### config.mk
export PLATFORM = sky130hd
export DESIGN_NAME = radio_frame_sequencer
export DESIGN_NICKNAME = d
export VERILOG_FILES = /design/src/rtl/rfs_pkg.sv /design/src/rtl/rfs_front.sv /design/src/rtl/rfs_queue.sv /design/src/rtl/rfs_back.sv /design/src/rtl/radio_frame_sequencer.sv
export VERILOG_INCLUDE_DIRS = /design/src /design/src/rtl
export SDC_FILE = /design/constraint.sdc
export NUM_CORES = 1
export LEC_CHECK = 0
export BUFFER_PORTS_ARGS = -buffer_cell sky130_fd_sc_hd__buf_4
export CAP_MARGIN = 25
export CORE_MARGIN = 8
export CORE_UTILIZATION = 23
export DETAILED_ROUTE_END_ITERATION = 8
export GPL_TIMING_DRIVEN = 0
export PLACE_DENSITY = 0.38
export SETUP_SLACK_MARGIN = 0.15
export SYNTH_ARGS = -nofsm -noshare
export SYNTH_HDL_FRONTEND = slang
export SYNTH_SLANG_ARGS = --single-unit
### constraint.sdc
create_clock -name clk -period 4.41 [get_ports clk]
set_input_delay 0.2205 -clock clk [delete_from_list [all_inputs] [get_ports clk]]
set_output_delay 0.2205 -clock clk [all_outputs]
set_load 0.05 [all_outputs]
### src/rtl/assert_macros.svh
// assertion macros shared by rfs_front, rfs_queue and rfs_back
`ifndef ASSERT_MACROS_SVH
`define ASSERT_MACROS_SVH
`ifndef SYNTHESIS
// checked at every rising edge of clk, off while rst is high
`define RFS_ASSERT(lbl, prop, msg) \
  lbl: assert property (@(posedge clk) disable iff (rst) prop) else $error(msg);
// checked at every rising edge of clk, reset included
`define RFS_ASSERT_ALWAYS(lbl, prop, msg) \
  lbl: assert property (@(posedge clk) prop) else $error(msg);
`else
`define RFS_ASSERT(lbl, prop, msg)
`define RFS_ASSERT_ALWAYS(lbl, prop, msg)
`endif
`endif

### src/rtl/rfs_pkg.sv
// shared types and constants of the radio frame sequencer
`timescale 1ns / 1ps
package rfs_pkg;

  // request codes on req_type
  typedef enum logic [1:0] {
    REQ_CMD  = 2'd0,
    REQ_CHAR = 2'd1,
    REQ_END  = 2'd2,
    REQ_NONE = 2'd3
  } rfs_req_t;

  // frame kinds on frame_kind
  typedef enum logic [1:0] {
    KIND_START = 2'd0,
    KIND_DATA  = 2'd1,
    KIND_END   = 2'd2,
    KIND_CMD   = 2'd3
  } rfs_kind_t;

  localparam logic [4:0] MAX_PACKET      = 5'd31;
  localparam logic [9:0] ID_ALL_ONES     = 10'd1023;
  localparam logic [9:0] STATION_ID_INIT = 10'd288;
  localparam logic [7:0] TYPE_CMD        = 8'h01;
  localparam logic [7:0] TYPE_START      = 8'h02;
  localparam logic [7:0] TYPE_END        = 8'h03;
  localparam logic [7:0] PAD_BYTE        = 8'h00;

  // register index decoded from paddr
  localparam logic REG_STATION_ID = 1'b0;

  // one classified request: up to three frames, sent start, data, tail
  typedef struct packed {
    logic        start_f;
    logic        data_f;
    logic        tail_f;
    logic        tail_end;   // tail is an end frame, else a command frame
    logic [4:0]  data_num;
    logic [15:0] data_word;
    logic [7:0]  tail_byte;  // packet count or command byte
  } rfs_job_t;

endpackage

### src/rtl/rfs_front.sv
// front end: accepts requests, keeps string state, classifies into jobs
`timescale 1ns / 1ps
`include "assert_macros.svh"
module rfs_front (
  input  logic              clk,
  input  logic              rst,
  input  logic              in_valid,
  output logic              in_stall,
  input  logic [1:0]        req_type,
  input  logic [7:0]        char_byte,
  input  logic              q_ready,
  output logic              q_push,
  output rfs_pkg::rfs_job_t q_job
);
  import rfs_pkg::*;

  logic       in_string, in_string_next;
  logic       have_pending, have_pending_next;
  logic [7:0] pending_byte, pending_byte_next;
  logic [4:0] packet_count, packet_count_next;

  logic       accept;
  logic       hp_eff;
  logic [4:0] pc_eff;
  logic [4:0] next_num;
  rfs_job_t   job;

  assign in_stall = !q_ready;
  assign accept   = in_valid && !in_stall;

  // a fresh string starts with an empty pair and count zero
  assign hp_eff   = in_string && have_pending;
  assign pc_eff   = in_string ? packet_count : 5'd0;
  assign next_num = (pc_eff != MAX_PACKET) ? 5'(pc_eff + 5'd1) : 5'd1;

  always_comb begin
    job               = '0;
    in_string_next    = in_string;
    have_pending_next = have_pending;
    pending_byte_next = pending_byte;
    packet_count_next = packet_count;
    unique case (rfs_req_t'(req_type))
      REQ_CMD: begin
        job.tail_f    = 1'b1;
        job.tail_byte = char_byte;
      end
      REQ_CHAR: begin
        job.start_f    = !in_string;
        in_string_next = 1'b1;
        if (hp_eff) begin
          job.data_f        = 1'b1;
          job.data_num      = next_num;
          job.data_word     = {pending_byte, char_byte};
          packet_count_next = next_num;
          have_pending_next = 1'b0;
          pending_byte_next = 8'd0;
        end else begin
          packet_count_next = pc_eff;
          have_pending_next = 1'b1;
          pending_byte_next = char_byte;
        end
      end
      REQ_END: begin
        job.start_f  = !in_string;
        job.tail_f   = 1'b1;
        job.tail_end = 1'b1;
        if (hp_eff) begin
          job.data_f    = 1'b1;
          job.data_num  = next_num;
          job.data_word = {pending_byte, PAD_BYTE};
          job.tail_byte = {3'd0, next_num};
        end else begin
          job.tail_byte = {3'd0, pc_eff};
        end
        in_string_next    = 1'b0;
        have_pending_next = 1'b0;
        pending_byte_next = 8'd0;
        packet_count_next = 5'd0;
      end
      default: begin
      end
    endcase
  end

  assign q_push = accept && (job.start_f || job.data_f || job.tail_f);
  assign q_job  = job;

  always_ff @(posedge clk) begin
    if (rst) begin
      in_string    <= 1'b0;
      have_pending <= 1'b0;
      pending_byte <= 8'd0;
      packet_count <= 5'd0;
    end else if (accept) begin
      in_string    <= in_string_next;
      have_pending <= have_pending_next;
      pending_byte <= pending_byte_next;
      packet_count <= packet_count_next;
    end
  end

  `RFS_ASSERT(a_pending_in_string, have_pending |-> in_string, "pending byte outside a string")
  `RFS_ASSERT(a_count_idle_zero, !in_string |-> packet_count == 5'd0, "count set outside a string")

endmodule

### src/rtl/rfs_queue.sv
// short job queue between front end and frame builder
`timescale 1ns / 1ps
`include "assert_macros.svh"
module rfs_queue #(
  parameter int DEPTH = 2
) (
  input  logic              clk,
  input  logic              rst,
  input  logic              push,
  input  rfs_pkg::rfs_job_t push_job,
  output logic              ready,
  input  logic              pop,
  output logic              head_valid,
  output rfs_pkg::rfs_job_t head_job
);
  import rfs_pkg::*;

  localparam int PW = (DEPTH > 1) ? $clog2(DEPTH) : 1;
  localparam int CW = $clog2(DEPTH + 1);
  localparam logic [PW-1:0] LAST_SLOT = PW'(DEPTH - 1);
  localparam logic [CW-1:0] FULL_CNT  = CW'(DEPTH);

  rfs_job_t      slots [DEPTH];
  logic [PW-1:0] wr_ptr, rd_ptr;
  logic [CW-1:0] count;
  logic          do_push, do_pop;

  assign ready      = count != FULL_CNT;
  assign head_valid = count != '0;
  assign head_job   = slots[rd_ptr];
  assign do_push    = push && ready;
  assign do_pop     = pop && head_valid;

  always_ff @(posedge clk) begin
    if (do_push) begin
      slots[wr_ptr] <= push_job;
    end
  end

  always_ff @(posedge clk) begin
    if (rst) begin
      wr_ptr <= '0;
      rd_ptr <= '0;
      count  <= '0;
    end else begin
      if (do_push) begin
        wr_ptr <= (wr_ptr == LAST_SLOT) ? '0 : PW'(wr_ptr + 1'b1);
      end
      if (do_pop) begin
        rd_ptr <= (rd_ptr == LAST_SLOT) ? '0 : PW'(rd_ptr + 1'b1);
      end
      if (do_push && !do_pop) begin
        count <= CW'(count + 1'b1);
      end else if (do_pop && !do_push) begin
        count <= CW'(count - 1'b1);
      end
    end
  end

  `RFS_ASSERT(a_no_push_full, push |-> ready, "push into full queue")

endmodule

### src/rtl/rfs_back.sv
// back end: expands jobs into frames and holds the output register
`timescale 1ns / 1ps
`include "assert_macros.svh"
module rfs_back (
  input  logic              clk,
  input  logic              rst,
  input  logic [9:0]        station_id,
  input  logic              q_valid,
  input  rfs_pkg::rfs_job_t q_job,
  output logic              q_pop,
  output logic              out_valid,
  input  logic              out_stall,
  output logic [31:0]       frame_word,
  output logic [1:0]        frame_kind,
  output logic              last_of_run
);
  import rfs_pkg::*;

  rfs_job_t   cur;
  logic [2:0] mask;        // {tail, data, start} still to send
  logic [2:0] pick, mask_after;
  logic       slot_free, advance, load;
  logic [4:0] sel_num;
  logic [15:0] sel_data;
  rfs_kind_t  sel_kind;
  logic [30:0] body;

  assign slot_free = !out_valid || !out_stall;
  assign advance   = slot_free && (mask != 3'd0);

  always_comb begin
    sel_num  = 5'd0;
    sel_data = 16'd0;
    sel_kind = KIND_CMD;
    pick     = 3'd0;
    priority if (mask[0]) begin
      pick     = 3'b001;
      sel_data = {TYPE_START, PAD_BYTE};
      sel_kind = KIND_START;
    end else if (mask[1]) begin
      pick     = 3'b010;
      sel_num  = cur.data_num;
      sel_data = cur.data_word;
      sel_kind = KIND_DATA;
    end else if (mask[2]) begin
      pick     = 3'b100;
      sel_data = {(cur.tail_end ? TYPE_END : TYPE_CMD), cur.tail_byte};
      sel_kind = cur.tail_end ? KIND_END : KIND_CMD;
    end
  end

  assign mask_after = mask & ~pick;
  assign load  = q_valid && ((mask == 3'd0) || (advance && (mask_after == 3'd0)));
  assign q_pop = load;
  assign body  = {station_id, sel_num, sel_data};

  always_ff @(posedge clk) begin
    if (load) begin
      cur <= q_job;
    end
    if (advance) begin
      frame_word  <= {body, ^body};
      frame_kind  <= sel_kind;
      last_of_run <= mask_after == 3'd0;
    end
  end

  always_ff @(posedge clk) begin
    if (rst) begin
      out_valid <= 1'b0;
      mask      <= 3'd0;
    end else begin
      if (advance) begin
        out_valid <= 1'b1;
      end else if (slot_free) begin
        out_valid <= 1'b0;
      end
      if (load) begin
        mask <= {q_job.tail_f, q_job.data_f, q_job.start_f};
      end else if (advance) begin
        mask <= mask_after;
      end
    end
  end

  `RFS_ASSERT(a_even_parity, out_valid |-> !(^frame_word), "frame parity odd")
  `RFS_ASSERT(a_run_continues, out_valid && !last_of_run |-> mask != 3'd0, "run cut short")

endmodule

### src/rtl/radio_frame_sequencer.sv
// top level of the radio frame sequencer
`timescale 1ns / 1ps
//
// channel   direction  handshake            payload
// in        request    in_valid / in_stall  req_type, char_byte
// out       frame      out_valid/out_stall  frame_word, frame_kind, last_of_run
// cfg       apb        psel/penable/pready  paddr, pwrite, pwdata, prdata
//
// a request is classified in the cycle it is accepted and lands in a job queue
// the frame builder sends one frame per cycle while out_stall is low and a job
//   is queued; a request that causes no frame never enters the queue
// reset clears string state, queue and output valid; station id goes to 288
// in_stall rises only when the job queue is full; out_stall holds the frame
//
module radio_frame_sequencer #(
  parameter int QUEUE_DEPTH = 2
) (
  input  logic        clk,
  input  logic        rst,
  // request channel
  input  logic        in_valid,
  output logic        in_stall,
  input  logic [1:0]  req_type,
  input  logic [7:0]  char_byte,
  // frame channel
  output logic        out_valid,
  input  logic        out_stall,
  output logic [31:0] frame_word,
  output logic [1:0]  frame_kind,
  output logic        last_of_run,
  // configuration port
  input  logic        psel,
  input  logic        penable,
  input  logic        pwrite,
  input  logic [2:0]  paddr,
  input  logic [31:0] pwdata,
  output logic [31:0] prdata,
  output logic        pready
);
  import rfs_pkg::*;

  logic [9:0] station_id;
  logic       cfg_write;

  logic       q_push, q_ready, q_pop, q_valid;
  rfs_job_t   push_job, head_job;

  // register index sits in paddr[2], byte offset bits are not decoded
  assign pready    = 1'b1;
  assign cfg_write = psel && penable && pwrite && pready && (paddr[2] == REG_STATION_ID);
  assign prdata    = (paddr[2] == REG_STATION_ID) ? {22'd0, station_id} : 32'd0;

  // the all-ones id is reserved, a write of it leaves the id alone
  always_ff @(posedge clk) begin
    if (rst) begin
      station_id <= STATION_ID_INIT;
    end else if (cfg_write && (pwdata[9:0] != ID_ALL_ONES)) begin
      station_id <= pwdata[9:0];
    end
  end

  // front end: string state and classification
  rfs_front u_front (
    .clk       (clk),
    .rst       (rst),
    .in_valid  (in_valid),
    .in_stall  (in_stall),
    .req_type  (req_type),
    .char_byte (char_byte),
    .q_ready   (q_ready),
    .q_push    (q_push),
    .q_job     (push_job)
  );

  // decouples request intake from frame output
  rfs_queue #(
    .DEPTH (QUEUE_DEPTH)
  ) u_queue (
    .clk        (clk),
    .rst        (rst),
    .push       (q_push),
    .push_job   (push_job),
    .ready      (q_ready),
    .pop        (q_pop),
    .head_valid (q_valid),
    .head_job   (head_job)
  );

  // back end: frame assembly, parity and output register
  rfs_back u_back (
    .clk         (clk),
    .rst         (rst),
    .station_id  (station_id),
    .q_valid     (q_valid),
    .q_job       (head_job),
    .q_pop       (q_pop),
    .out_valid   (out_valid),
    .out_stall   (out_stall),
    .frame_word  (frame_word),
    .frame_kind  (frame_kind),
    .last_of_run (last_of_run)
  );

endmodule

==> reports/qor.csv <==
stage,metric,value,unit
clocking,clock_latency,0.43,ns
detailed_routing,route.detailed.wl_per_inst,16.11,um
placement,pre_cts_ws,1.651,ns
placement,io_buffers,73,
worst_setup_path,worst_setup_path_start_kind,register,
power_and_ir_drop,post-layout-total-power,5.636,mW
worst_setup_path,timing.critical_path.fanout_max,10,
clocking,clock-root-buffer,sky130_fd_sc_hd__clkbuf_16,
detailed_routing,vias,4033,
die,die_area,35580,um2
status,outcome,finished clean,
grt,overflow,0,
worst_setup_path,crit_arrival,3.10,ns
power_and_ir_drop,p_int,3.702,mW
layout,drive_gt1_share,28.41,%
power_and_ir_drop,clockPowerShare,26.7,%
grt,grt_max_degree,34,
yosys,synth_cells,486,
yosys,synth-edff-count,131,
timing,timing.max_slew.rel_slack,44.82,%
grt,vias_in_the_first_global_route,4419,
hold_path,hp-class,primary input to register,
timing,rsz0062_at_grt,false,
timing,final.setup_skew,0.01936,ns
die,total_core_area,29480,um2
worst_setup_path,setup.worst_path.end_class,register,
die,num_rows,63,
detailed_routing,detail-route-antenna-nets,0,
placement,finalWeightedCongestion,0.7165,
layout,synthToLayoutAreaGrowth,26.52,%
timing,finalCriticalPeriod,2.749,ns
layout,mostFrequentLayoutCells,"sky130_fd_sc_hd__edfxtp_1, sky130_fd_sc_hd__buf_4, sky130_fd_sc_hd__nor2_1",
die,start_util,23.25,%
grt,grt_first_pass_wirelength,25520,um
layout,finalInstanceArea,8672,um2
grt,grt_usage,9.274,%
yosys,synth_sequential_area_ratio,67.32,%
power_and_ir_drop,power-per-cell-area,649.9,nW/um2
detailed_routing,firstDrtPassIters,4,
clocking,clk_path_buf_depth,2,
detailed_routing,route.detailed.drc,0,
layout,antennaDiodeCount,0,
timing,finalHoldViolCount,0,
power_and_ir_drop,ir_drop,0.2893,mV
die,fp.dieW,188.6,um
clocking,cts_repair_resize_count,0,
clocking,cts.sink_count,165,
placement,dpl-instance-area,8066,um2
die,ios,122,
timing,finalHoldWorstSlack,0.03610,ns
power_and_ir_drop,switching_power,1.935,mW
timing,final_max_slew_viol_count,0,
timing,fmax,363.8,MHz
layout,mostFrequentLayoutCell,sky130_fd_sc_hd__edfxtp_1,
yosys,synth.cell_area,6854,um2
worst_setup_path,worst-endpoint-required,4.76,ns
power_and_ir_drop,power_leakage,3.262,nW
worst_setup_path,path_class,register to register,
layout,layout.filler_cells,3020,
power_and_ir_drop,seq_power_share,41.2,%
run,drv_cap,0,
clocking,tritoncts_clock_tree,yes,
clocking,post_cts_hold_buffer_count,0,
yosys,synthesis.yosys.warnings,0,
yosys,syn-mean-instance-area,14.10,um2
yosys,synth_seq_cells,165,
timing,tightest_slew,0.8277,ns
clocking,tritoncts.num_buffers,17,
power_and_ir_drop,p_sw_share,34.32,%
clocking,ctsHtreeMaxLevel,4,
placement,detailedPlacementHpwl,11860,um
power_and_ir_drop,share_comb_of_total_power,32.1,%
yosys,ys.flop_type,sky130_fd_sc_hd__edfxtp_1,
timing,final.setup.worst_slack,1.661,ns
grt,antenna_violations_before_repair,0,
die,die_height,188.6,um
clocking,cts.clk_slew.worst_paths,0.07,ns
clocking,postCtsSetupBuffers,0,
timing,report.final.setup_viol,0,
timing,timing.final.crit_share,62.33,%
yosys,yosysUniqueCellTypes,43,
yosys,async_reset_ff_share,0,%
detailed_routing,via_count_normalized_by_instance_count,4.009,
detailed_routing,detail_route.iter0.violations,192,
layout,final_net_count,661,
layout,layout.core_utilization,29.42,%
detailed_routing,route.final.wire_length,16210,um
critical path, cell delays in order, from the launching register on:
cell,delay [ns]
sky130_fd_sc_hd__dfxtp_1,0.34
sky130_fd_sc_hd__buf_2,0.19
sky130_fd_sc_hd__buf_2,0.21
sky130_fd_sc_hd__maj3_1,0.33
sky130_fd_sc_hd__o21ai_0,0.32
sky130_fd_sc_hd__o21a_2,0.34
sky130_fd_sc_hd__inv_1,0.07
sky130_fd_sc_hd__ha_1,0.34
sky130_fd_sc_hd__or3_1,0.38
sky130_fd_sc_hd__a21oi_1,0.14
synthesized netlist by cell type (3+ instances only):
| library cell | number | area (um2) |
|---|---|---|
| sky130_fd_sc_hd__edfxtp_1 | 131 | 3934 |
| sky130_fd_sc_hd__nor2_1 | 40 | 150.1 |
| sky130_fd_sc_hd__dfxtp_1 | 34 | 680.7 |
| sky130_fd_sc_hd__mux2_2 | 34 | 382.9 |
| sky130_fd_sc_hd__and2_1 | 28 | 175.2 |
| sky130_fd_sc_hd__xnor2_1 | 26 | 227.7 |
| sky130_fd_sc_hd__buf_4 | 23 | 172.7 |
| sky130_fd_sc_hd__clkbuf_1 | 18 | 67.56 |
| sky130_fd_sc_hd__a21oi_1 | 17 | 85.08 |
| sky130_fd_sc_hd__a22oi_1 | 15 | 112.6 |
| sky130_fd_sc_hd__nor2b_1 | 13 | 81.33 |
| sky130_fd_sc_hd__nand2_1 | 12 | 45.04 |
| sky130_fd_sc_hd__and3_1 | 10 | 62.56 |
| sky130_fd_sc_hd__inv_1 | 10 | 37.54 |
| sky130_fd_sc_hd__ha_1 | 6 | 75.07 |
| sky130_fd_sc_hd__mux2i_1 | 6 | 60.06 |
| sky130_fd_sc_hd__o21ai_0 | 6 | 30.03 |
| sky130_fd_sc_hd__xor2_1 | 6 | 52.55 |
| sky130_fd_sc_hd__nand3b_1 | 5 | 37.54 |
| sky130_fd_sc_hd__a22o_1 | 4 | 35.03 |
| sky130_fd_sc_hd__a32o_1 | 4 | 40.04 |
| sky130_fd_sc_hd__nor3_1 | 4 | 20.02 |
| sky130_fd_sc_hd__and4_1 | 3 | 26.28 |
| sky130_fd_sc_hd__buf_2 | 3 | 15.01 |
| sky130_fd_sc_hd__nand3_1 | 3 | 15.01 |
| sky130_fd_sc_hd__o21a_1 | 3 | 22.52 |
logic make-up (layout without fill, tap and decap cells):
family | count (synthesis) | in the layout | synth area share (%)
XOR/XNOR | 34 | 34 | 4.746
buffers and inverters | 54 | 163 | 4.272
multiplexers | 40 | 40 | 6.462
other | 2 | 23 | 0.1096
adder cells (fa/ha/maj) | 7 | 7 | 1.241
AO/OA/AOI/OAI | 59 | 59 | 6.097
flip-flops | 165 | 165 | 67.32
AND/OR/NAND/NOR | 125 | 125 | 9.748
power groups by stage:
stage	clock network (mW)	registers (mW)	logic, mW
4_1_cts	1.55	2.33	1.86
2_1_floorplan	0	2.75	0.854
3_5_place_dp	0	2.37	1.86
3_3_place_gp	0	2.39	1.77
6_report	1.50	2.32	1.81
5_1_grt	1.60	2.37	1.95
layer usage:
metal  global-route usage, %  wire length, um  part of all wire [%]
met2                   15.87             8030                    50
met4                   3.037              231                   1.4
met5                       0                0                     0
met3                   2.384              618                   3.8
met1                   11.20             7329                    45
flip-flops by register name (all words and copies together) (netlist names), named ones only:
signal	cells
station_id	10
u_queue.wr_ptr	1
u_back.mask	3
u_back.cur	30
u_back.out_valid	1
u_front.in_string	1
u_front.pending_byte	8
u_queue.rd_ptr	1
u_back.frame_word	32
u_front.packet_count	5
u_queue.count	2
u_back.frame_kind	2
u_queue.slots	66
u_front.have_pending	1
u_back.last_of_run	1
metrics by stage:
step / setup TNS, ns / cells
3_3_place_gp: -4.510 / 970
5_1_grt: 0 / 1006
2_1_floorplan: 0 / 507
3_5_place_dp: 0 / 974
6_report: 0 / 1006
4_1_cts: 0 / 1006
worst paths after layout:
check	depth (start not counted)	slack, ns	end	startpoint
hold reg to reg	0	0.50	u_back.frame_word[24]	station_id[2]
setup / recovery	9	1.66	u_queue.count[1]	u_back.mask[1]
setup reg to reg	9	1.66	u_queue.count[1]	u_back.mask[1]
hold / removal	3	0.04	station_id[6]	pwdata[6]
final cells by class:
| class | instances | area [um2] | share of cell area, % |
|---|---|---|---|
| buffer | 44 | 255.2 | 2.943 |
| clock buffer | 19 | 475.5 | 5.483 |
| clock inverter | 13 | 130.1 | 1.501 |
| inverter | 10 | 37.54 | 0.4328 |
| multi-input combinational | 288 | 2043 | 23.56 |
| sequential | 165 | 4614 | 53.21 |
| tap | 390 | 488.0 | 5.627 |
| timing repair buffer | 77 | 628.1 | 7.243 |
No activity file was read; power rests on OpenSTA's default activity.
